**src/rtl/core/epw_pkg.sv**
```systemverilog
// ----------------------------------------------------------------------------
// epw_pkg
// Shared constants, types and helper functions of the euler path walker.
// ----------------------------------------------------------------------------
`default_nettype none

package epw_pkg;

  localparam int unsigned VCNT   = 8;
  localparam int unsigned VW     = $clog2(VCNT);
  localparam int unsigned MAX_E  = VCNT * (VCNT + 1) / 2;
  localparam int unsigned EW     = $clog2(MAX_E + 1);

  typedef logic [VCNT-1:0] row_t;
  typedef logic [VW-1:0]   vtx_t;
  typedef logic [VW:0]     cnt_t;
  typedef logic [EW-1:0]   ecnt_t;

  localparam logic       OP_LOAD   = 1'b0;
  localparam logic       OP_RUN    = 1'b1;

  localparam logic [1:0] ST_EDGE   = 2'd0;
  localparam logic [1:0] ST_EMPTY  = 2'd1;
  localparam logic [1:0] ST_STUCK  = 2'd2;

  // control of the two row memories
  typedef struct packed {
    logic  ld_we;
    vtx_t  ld_waddr;
    row_t  ld_wdata;
    vtx_t  ld_raddr;
    logic  wk_we;
    vtx_t  wk_waddr;
    row_t  wk_wdata;
    vtx_t  wk_raddr;
  } mem_ctrl_t;

  function automatic cnt_t popcount(input row_t r);
    cnt_t c;
    c = '0;
    for (int i = 0; i < VCNT; i++) begin
      c = c + cnt_t'(r[i]);
    end
    return c;
  endfunction

  // index of the lowest set bit, zero when none
  function automatic vtx_t lowest(input row_t r);
    vtx_t v;
    logic hit;
    v   = '0;
    hit = 1'b0;
    for (int i = 0; i < VCNT; i++) begin
      if (r[i] && !hit) begin
        v   = vtx_t'(i);
        hit = 1'b1;
      end
    end
    return v;
  endfunction

endpackage

`default_nettype wire

```
**src/rtl/core/epw_row_store.sv**
```systemverilog
// ----------------------------------------------------------------------------
// epw_row_store
// Loaded and working adjacency rows, one write and one registered read port
// each; loaded rows carry valid bits so they read as zero after reset.
// ----------------------------------------------------------------------------
`default_nettype none

module epw_row_store (
  input  wire                 clk,
  input  wire                 rst_n,
  input  epw_pkg::mem_ctrl_t  ctrl,
  output epw_pkg::row_t       ld_rdata,
  output epw_pkg::row_t       wk_rdata
);

  epw_pkg::row_t ld_mem [epw_pkg::VCNT];
  epw_pkg::row_t wk_mem [epw_pkg::VCNT];
  epw_pkg::row_t ld_q_r;
  epw_pkg::row_t wk_q_r;
  epw_pkg::row_t ld_vld_r;
  logic          ld_qv_r;

  always_ff @(posedge clk) begin
    if (ctrl.ld_we) begin
      ld_mem[ctrl.ld_waddr] <= ctrl.ld_wdata;
    end
    ld_q_r <= ld_mem[ctrl.ld_raddr];
  end

  always_ff @(posedge clk) begin
    if (ctrl.wk_we) begin
      wk_mem[ctrl.wk_waddr] <= ctrl.wk_wdata;
    end
    wk_q_r <= wk_mem[ctrl.wk_raddr];
  end

  always_ff @(posedge clk) begin
    if (!rst_n) begin
      ld_vld_r <= '0;
      ld_qv_r  <= 1'b0;
    end else begin
      if (ctrl.ld_we) begin
        ld_vld_r[ctrl.ld_waddr] <= 1'b1;
      end
      ld_qv_r <= ld_vld_r[ctrl.ld_raddr];
    end
  end

  assign ld_rdata = ld_qv_r ? ld_q_r : '0;
  assign wk_rdata = wk_q_r;

endmodule

`default_nettype wire

```
**src/rtl/core/euler_path_walker_top.sv**
```systemverilog
// Load transaction: taken while idle, no result.
// Run transaction: copy of the loaded rows into the working rows, then
// per edge a row read, a scan of up to 8 neighbour rows through the
// single working-row read port, one or two write-backs and a result.
// Reset clears control state; loaded rows read as zero until written.
// ----------------------------------------------------------------------------
// euler_path_walker_top
// Fleury-style euler path walk over an 8-vertex adjacency matrix held in
// synchronous row memories, with a degree heuristic as bridge test.
// ----------------------------------------------------------------------------
`default_nettype none

module euler_path_walker_top (
  input  wire        clk,
  input  wire        rst_n,
  input  wire        in_valid,
  output logic       in_ready,
  input  wire        in_opcode,
  input  wire  [2:0] in_row_index,
  input  wire  [7:0] in_row_bits,
  output logic       out_valid,
  input  wire        out_ready,
  output logic [2:0] out_from_vertex,
  output logic [2:0] out_to_vertex,
  output logic [1:0] out_status,
  output logic       out_last
);

  localparam logic [2:0] S_IDLE = 3'd0;
  localparam logic [2:0] S_COPY = 3'd1;
  localparam logic [2:0] S_RDU  = 3'd2;
  localparam logic [2:0] S_SCAN = 3'd3;
  localparam logic [2:0] S_WRU  = 3'd4;
  localparam logic [2:0] S_WRP  = 3'd5;
  localparam logic [2:0] S_EMIT = 3'd6;

  logic [2:0]          state_r, state_nxt;
  epw_pkg::cnt_t       cnt_r, cnt_nxt;
  epw_pkg::vtx_t       cur_r, cur_nxt;
  epw_pkg::ecnt_t      edges_r, edges_nxt;
  epw_pkg::vtx_t       start_r, start_nxt;
  logic                found_r, found_nxt;
  epw_pkg::row_t       rowu_r, rowu_nxt;
  epw_pkg::vtx_t       pick_r, pick_nxt;
  epw_pkg::vtx_t       res_from_r, res_from_nxt;
  epw_pkg::vtx_t       res_to_r, res_to_nxt;
  logic [1:0]          res_status_r, res_status_nxt;
  logic                res_last_r, res_last_nxt;
  logic                out_valid_r, out_valid_nxt;
  logic [2:0]          out_from_r, out_from_nxt;
  logic [2:0]          out_to_r, out_to_nxt;
  logic [1:0]          out_status_r, out_status_nxt;
  logic                out_last_r, out_last_nxt;

  epw_pkg::mem_ctrl_t  mc;
  epw_pkg::row_t       ld_rdata;
  epw_pkg::row_t       wk_rdata;
  epw_pkg::vtx_t       j;
  logic                slot_free;
  logic                emit_fire;

  epw_row_store u_store (
    .clk      (clk),
    .rst_n    (rst_n),
    .ctrl     (mc),
    .ld_rdata (ld_rdata),
    .wk_rdata (wk_rdata)
  );

  assign in_ready  = (state_r == S_IDLE);
  assign slot_free = !out_valid_r || out_ready;
  assign emit_fire = (state_r == S_EMIT) && slot_free;
  // row index whose data is on the read port during copy and scan
  assign j = epw_pkg::vtx_t'(cnt_r - 1'b1);

  always_comb begin
    state_nxt      = state_r;
    cnt_nxt        = cnt_r;
    cur_nxt        = cur_r;
    edges_nxt      = edges_r;
    start_nxt      = start_r;
    found_nxt      = found_r;
    rowu_nxt       = rowu_r;
    pick_nxt       = pick_r;
    res_from_nxt   = res_from_r;
    res_to_nxt     = res_to_r;
    res_status_nxt = res_status_r;
    res_last_nxt   = res_last_r;
    out_valid_nxt  = out_valid_r && !out_ready;
    out_from_nxt   = out_from_r;
    out_to_nxt     = out_to_r;
    out_status_nxt = out_status_r;
    out_last_nxt   = out_last_r;

    mc          = '0;
    mc.ld_waddr = epw_pkg::vtx_t'(in_row_index);
    mc.ld_wdata = epw_pkg::row_t'(in_row_bits);
    mc.ld_raddr = cnt_r[epw_pkg::VW-1:0];
    mc.wk_raddr = cur_r;

    unique case (state_r)
      S_IDLE: begin
        if (in_valid) begin
          if (in_opcode == epw_pkg::OP_RUN) begin
            cnt_nxt   = '0;
            edges_nxt = '0;
            found_nxt = 1'b0;
            start_nxt = '0;
            state_nxt = S_COPY;
          end else if (32'(in_row_index) < epw_pkg::VCNT) begin
            mc.ld_we = 1'b1;
          end
        end
      end

      S_COPY: begin
        if (cnt_r != '0) begin
          mc.wk_we    = 1'b1;
          mc.wk_waddr = j;
          mc.wk_wdata = ld_rdata;
          // upper triangle, diagonal included
          edges_nxt = edges_r + epw_pkg::ecnt_t'(epw_pkg::popcount(
                        ld_rdata & ~((epw_pkg::row_t'(1) << j) - epw_pkg::row_t'(1))));
          // odd degree is the parity of the row
          if (!found_r && (^ld_rdata)) begin
            found_nxt = 1'b1;
            start_nxt = j;
          end
        end
        cnt_nxt = cnt_r + 1'b1;
        if (cnt_r == epw_pkg::cnt_t'(epw_pkg::VCNT)) begin
          if (edges_nxt == '0) begin
            res_from_nxt   = '0;
            res_to_nxt     = '0;
            res_status_nxt = epw_pkg::ST_EMPTY;
            res_last_nxt   = 1'b1;
            state_nxt      = S_EMIT;
          end else begin
            cur_nxt   = start_nxt;
            state_nxt = S_RDU;
          end
        end
      end

      S_RDU: begin
        mc.wk_raddr = cur_r;
        cnt_nxt     = '0;
        state_nxt   = S_SCAN;
      end

      S_SCAN: begin
        mc.wk_raddr = cnt_r[epw_pkg::VW-1:0];
        if (cnt_r == '0) begin
          rowu_nxt = wk_rdata;
          if (wk_rdata == '0) begin
            res_from_nxt   = cur_r;
            res_to_nxt     = '0;
            res_status_nxt = epw_pkg::ST_STUCK;
            res_last_nxt   = 1'b1;
            state_nxt      = S_EMIT;
          end else begin
            cnt_nxt = cnt_r + 1'b1;
          end
        end else if (rowu_r[j] &&
                     (epw_pkg::popcount(wk_rdata) > epw_pkg::cnt_t'(1) ||
                      edges_r == epw_pkg::ecnt_t'(1))) begin
          pick_nxt  = j;
          state_nxt = S_WRU;
        end else if (cnt_r == epw_pkg::cnt_t'(epw_pkg::VCNT)) begin
          // no neighbour passed the degree test
          pick_nxt  = epw_pkg::lowest(rowu_r);
          state_nxt = S_WRU;
        end else begin
          cnt_nxt = cnt_r + 1'b1;
        end
      end

      S_WRU: begin
        mc.wk_we       = 1'b1;
        mc.wk_waddr    = cur_r;
        mc.wk_wdata    = rowu_r & ~(epw_pkg::row_t'(1) << pick_r);
        mc.wk_raddr    = pick_r;
        res_from_nxt   = cur_r;
        res_to_nxt     = pick_r;
        res_status_nxt = epw_pkg::ST_EDGE;
        res_last_nxt   = (edges_r == epw_pkg::ecnt_t'(1));
        // self loop: one entry, already cleared
        state_nxt      = (pick_r == cur_r) ? S_EMIT : S_WRP;
      end

      S_WRP: begin
        mc.wk_we    = 1'b1;
        mc.wk_waddr = pick_r;
        mc.wk_wdata = wk_rdata & ~(epw_pkg::row_t'(1) << cur_r);
        state_nxt   = S_EMIT;
      end

      S_EMIT: begin
        if (slot_free) begin
          out_valid_nxt  = 1'b1;
          out_from_nxt   = 3'(res_from_r);
          out_to_nxt     = 3'(res_to_r);
          out_status_nxt = res_status_r;
          out_last_nxt   = res_last_r;
          if (res_status_r == epw_pkg::ST_EDGE) begin
            edges_nxt = edges_r - 1'b1;
            cur_nxt   = pick_r;
          end
          state_nxt = res_last_r ? S_IDLE : S_RDU;
        end
      end

      default: begin
        state_nxt = S_IDLE;
      end
    endcase
  end

  always_ff @(posedge clk) begin
    if (!rst_n) begin
      state_r     <= S_IDLE;
      cnt_r       <= '0;
      cur_r       <= '0;
      edges_r     <= '0;
      start_r     <= '0;
      found_r     <= 1'b0;
      out_valid_r <= 1'b0;
    end else begin
      state_r     <= state_nxt;
      cnt_r       <= cnt_nxt;
      cur_r       <= cur_nxt;
      edges_r     <= edges_nxt;
      start_r     <= start_nxt;
      found_r     <= found_nxt;
      out_valid_r <= out_valid_nxt;
    end
  end

  always_ff @(posedge clk) begin
    rowu_r       <= rowu_nxt;
    pick_r       <= pick_nxt;
    res_from_r   <= res_from_nxt;
    res_to_r     <= res_to_nxt;
    res_status_r <= res_status_nxt;
    res_last_r   <= res_last_nxt;
    out_from_r   <= out_from_nxt;
    out_to_r     <= out_to_nxt;
    out_status_r <= out_status_nxt;
    out_last_r   <= out_last_nxt;
  end

  assign out_valid       = out_valid_r;
  assign out_from_vertex = out_from_r;
  assign out_to_vertex   = out_to_r;
  assign out_status      = out_status_r;
  assign out_last        = out_last_r;

  a_edges_bound: assert property (@(posedge clk) disable iff (!rst_n)
    state_r != S_IDLE |-> edges_r <= epw_pkg::ecnt_t'(epw_pkg::MAX_E))
    else $error("edge count beyond triangle size");

  a_status_last: assert property (@(posedge clk) disable iff (!rst_n)
    out_valid_r && out_status_r != epw_pkg::ST_EDGE |-> out_last_r)
    else $error("status transaction not marked last");

  a_pick_is_nbr: assert property (@(posedge clk) disable iff (!rst_n)
    state_r == S_WRU |-> rowu_r[pick_r])
    else $error("picked vertex is not a neighbour");

  a_last_to_idle: assert property (@(posedge clk) disable iff (!rst_n)
    emit_fire && res_last_r |=> state_r == S_IDLE)
    else $error("walk continues after final transaction");

  a_last_edge_done: assert property (@(posedge clk) disable iff (!rst_n)
    emit_fire && res_status_r == epw_pkg::ST_EDGE && res_last_r |=> edges_r == '0)
    else $error("edges left after final edge");

endmodule

`default_nettype wire
```
**config.mk**
```make
export PLATFORM = sky130hd
export DESIGN_NAME = euler_path_walker_top
export DESIGN_NICKNAME = d
export VERILOG_FILES = /design/src/rtl/core/epw_pkg.sv /design/src/rtl/core/epw_row_store.sv /design/src/rtl/core/euler_path_walker_top.sv
export SDC_FILE = /design/constraint.sdc
export NUM_CORES = 1
export LEC_CHECK = 0
export BUFFER_PORTS_ARGS = -buffer_cell sky130_fd_sc_hd__buf_4
export CAP_MARGIN = 20
export CORE_ASPECT_RATIO = 1.2
export CORE_UTILIZATION = 45
export CTS_CLUSTER_DIAMETER = 100
export DETAILED_ROUTE_END_ITERATION = 6
export HOLD_SLACK_MARGIN = 0.08
export RECOVER_POWER = 25
export SLEW_MARGIN = 20
export SYNTH_ARGS = -nofsm -noshare
export SYNTH_HDL_FRONTEND = slang
export SYNTH_SLANG_ARGS = --single-unit
```
**constraint.sdc**
```tcl
create_clock -name clk -period 19.4 [get_ports clk]
set_clock_uncertainty 0.15 [all_clocks]
set_input_delay 2.91 -clock clk [delete_from_list [all_inputs] [get_ports clk]]
set_output_delay 2.91 -clock clk [all_outputs]
set_load 0.05 [all_outputs]
```
==> impl_metrics.tcl <==
set metrics [dict create \
    synth_edf_count 157 \
    insertion_delay_ns 0.51 \
    synthArstFlopShare_pct 0 \
    syn_inst 726 \
    grt_pass1_wl_um 33300 \
    core_um2 20500 \
    hold_end "out_from_vertex[0]$_DFFE_PP_" \
    cts_sinks 203 \
    ios 27 \
    gp_congestion 0.855 \
    die_height_um 161 \
    antenna_found_initial 0 \
    fmax_mhz 125 \
    cts.path.max_buffers 3 \
    violations "max-capacitance violations, max-slew violations" \
    numPortBuffers 26 \
    hold_path_class "register to register" \
    min_path_cells 0 \
    start_kind "register" \
    worst-setup-path-type "register to register" \
    reg2reg_slack_ns 11.42 \
    grt_max_degree 33 \
    routed_wl_um 21700 \
    setup_viol 0 \
    synth-seq-area-share_pct 59.3 \
    finalNonFillerCells 1026 \
    clkTransAtPathRegs_ns 0.06 \
    grt_pass1_vias 5939 \
    pwr_density_cell_nw_per_um2 139 \
    grt_setup_unrepaired "no" \
    first_iter_violations 329 \
    ys.flop_type "edfxtp_1" \
    r2r_end "res_from_r[0]$_SDFFCE_PP0P_" \
    avgViaCountPerCell 5.87 \
    ys_ff_latch 203 \
    num_vias 6025 \
    initial_core_util_pct 46.5 \
    dpl-instance-area_um2 9940 \
    dieArea_um2 21700 \
    cts_tree "yes" \
    cts_inserted_buffers 22 \
    yosysWarnings 0 \
    fin_tns_setup_ns 0 \
    track_usage_pct 20.4 \
    n_antenna_cell 0 \
    tightest_slew_ns 2.16 \
    worstPathRequired_ns 19.39 \
    endpoint_kind "register" \
    postCtsSetupBuffers 0 \
    drc 0 \
    synth_area_um2 9510 \
    r2r_start "cnt_r[0]$_SDFFE_PN0P_" \
    arrival_ns 7.96 \
    areaGrowthSynthToFinish_pct 11.9 \
    min_period_ns 7.98 \
    min_period_over_period_pct 41.1 \
    post-route-cell-area_um2 10600 \
    p_leak_nw 3.88 \
    drv_cap 1 \
    root_buffer "clkbuf_16" \
    fp.dieW_um 135 \
    worstHoldStart "res_from_r[0]$_SDFFCE_PP0P_" \
    ff2ff_path_depth 20 \
    max_slew_margin_pct -44.0 \
    grt_overflow 0 \
    htreeDepth 1 \
    routedWlPerCell_um 21.2 \
    synth.avg_cell_area_um2 13.1 \
    hpwl_um 14900 \
    dpl.cell_count 986 \
    synth_nets 770 \
    status "finished, violations left" \
    vdd_ir_drop_max_mv 0.128 \
    ant_nets 0 \
    first_pass_iters 5 \
    postCtsHoldBufs 0 \
    ys_types 72 \
    nNetsFinal 789 \
    slew_viol_final 29 \
    placementRows 57 \
    drive_gt1_share_pct 14.1 \
    cts-resized-gates 0 \
    crit_path_max_fanout 28 \
    finalHoldViolCount 0 \
]
==> layer usage <==
layer	vias up	share of wire (%)	global-route usage [%]
met5	-	0	0
met3	45	6.9	3.77
met1	2971	40	26.0
met2	232	50	35.1
met4	0	2.4	6.33
li1	2777	-	-
==> logic make-up (layout without fill, tap and decap cells) <==
| family | after synthesis | count (layout) | synth area share, % |
|---|---|---|---|
| multiplexers | 91 | 91 | 12.4 |
| adder cells (fa/ha/maj) | 28 | 28 | 4.40 |
| AND/OR/NAND/NOR | 192 | 192 | 9.78 |
| XOR/XNOR | 21 | 21 | 1.93 |
| flip-flops | 203 | 203 | 59.3 |
| buffers and inverters | 68 | 103 | 3.03 |
| AO/OA/AOI/OAI | 123 | 123 | 9.17 |
==> sequential cells by signal, summed over array words and instances (netlist names), 2 cells and up <==
signal / cells
edges_r: 6
res_to_r: 3
cur_r: 3
out_status: 2
res_from_r: 3
cnt_r: 4
state_r: 3
u_store.ld_vld_r: 8
res_status_r: 2
pick_r: 3
out_from_vertex: 3
start_r: 3
u_store.ld_q_r: 8
rowu_r: 8
out_to_vertex: 3
u_store.wk_rdata: 8
u_store.wk_mem: 64
u_store.ld_mem: 64
==> stage by stage <==
stage                     power [mW]  hold slack (ns)  util [%]  worst slack, ns
after detailed placement        1.08            0.258      48.5            12.34
final                           1.48            0.269      52.0            11.42
after floorplan                0.928            0.250         -            12.89
after global routing            1.56            0.276      52.0            10.77
after global placement          1.07            0.255      48.5            12.50
after CTS                       1.50            0.271      52.1            12.30
==> how the worst max path moves through the flow <==
stage / startpoint / to / slack, ns / cells after the start
2_1_floorplan: cnt_r[0]$_SDFFE_PN0P_ / res_from_r[0]$_SDFFCE_PP0P_ / 12.89 / 22
3_3_place_gp: cnt_r[2]$_SDFFE_PN0P_ / res_from_r[2]$_SDFFCE_PP0P_ / 12.50 / 19
3_5_place_dp: cnt_r[2]$_SDFFE_PN0P_ / res_from_r[0]$_SDFFCE_PP0P_ / 12.34 / 19
4_1_cts: cnt_r[2]$_SDFFE_PN0P_ / res_from_r[0]$_SDFFCE_PP0P_ / 12.30 / 19
5_1_grt: cnt_r[0]$_SDFFE_PN0P_ / res_from_r[0]$_SDFFCE_PP0P_ / 10.77 / 20
6_report: cnt_r[0]$_SDFFE_PN0P_ / res_from_r[0]$_SDFFCE_PP0P_ / 11.42 / 20
==> layout make-up <==
class                           instances  area, um2
Tap cell                              265        332
Sequential cell                       203       5640
Timing Repair Buffer                   32        214
Inverter                               31        116
Clock inverter                          9        103
Fill cell                            1716       9830
Clock buffer                           31        629
Multi-Input combinational cell        455       3610
==> critical path: stages, from the launching register on <==
cell	delay [ns]
dfxtp_1	0.32
clkbuf_1	1.55
ha_1	0.53
nand2_1	0.09
ha_1	0.30
xnor2_1	0.14
and3_1	0.19
fa_1	0.48
inv_1	0.06
fa_1	0.53
inv_1	0.05
fa_1	0.52
inv_1	0.05
fa_1	0.45
fa_1	0.44
xnor2_1	0.15
mux2i_1	0.18
and3_1	0.18
nand3_1	0.14
or3_1	0.43
a21oi_1	0.67
==> report_power, final <==
group	total, mW	switching (mW)	leakage (nW)	internal, mW
clock	0.416	0.163	0.365	0.254
sequential	0.581	0.0562	1.77	0.525
combinational	0.483	0.287	1.74	0.197
==> placed cells by master (no fill, tap or decap), types with 16 or more instances in the layout <==
master	instances
nor2_1	70
edfxtp_1	157
ha_1	19
dfxtp_1	46
xnor2_1	16
a21oi_1	24
o21ai_0	23
inv_1	30
nand2_1	45
clkbuf_16	23
mux2i_1	55
mux4_2	20
buf_4	25
==> Yosys cell counts, drive strengths merged (5+ instances only) <==
master / number / area (um2)
a22oi: 7 / 52.6
clkbuf: 24 / 90.1
nor3: 6 / 35.0
nand2: 45 / 169
or3: 7 / 43.8
dfxtp: 46 / 921
mux2: 16 / 180
nand2b: 7 / 43.8
nor4: 6 / 37.5
a211oi: 5 / 37.5
xnor2: 16 / 140
o21a: 5 / 37.5
ha: 19 / 238
and3: 6 / 37.5
nor2b: 6 / 37.5
nor2: 71 / 269
mux2i: 55 / 551
and2: 7 / 43.8
buf: 13 / 81.3
a21oi: 24 / 120
mux4: 20 / 450
fa: 9 / 180
o21ai: 23 / 115
o32ai: 5 / 43.8
edfxtp: 157 / 4710
xor2: 5 / 43.8
nand3: 12 / 60.1
a31oi: 9 / 56.3
nand3b: 5 / 37.5
inv: 30 / 113
a221o: 5 / 50.1
(Power assumes the default switching activity.)
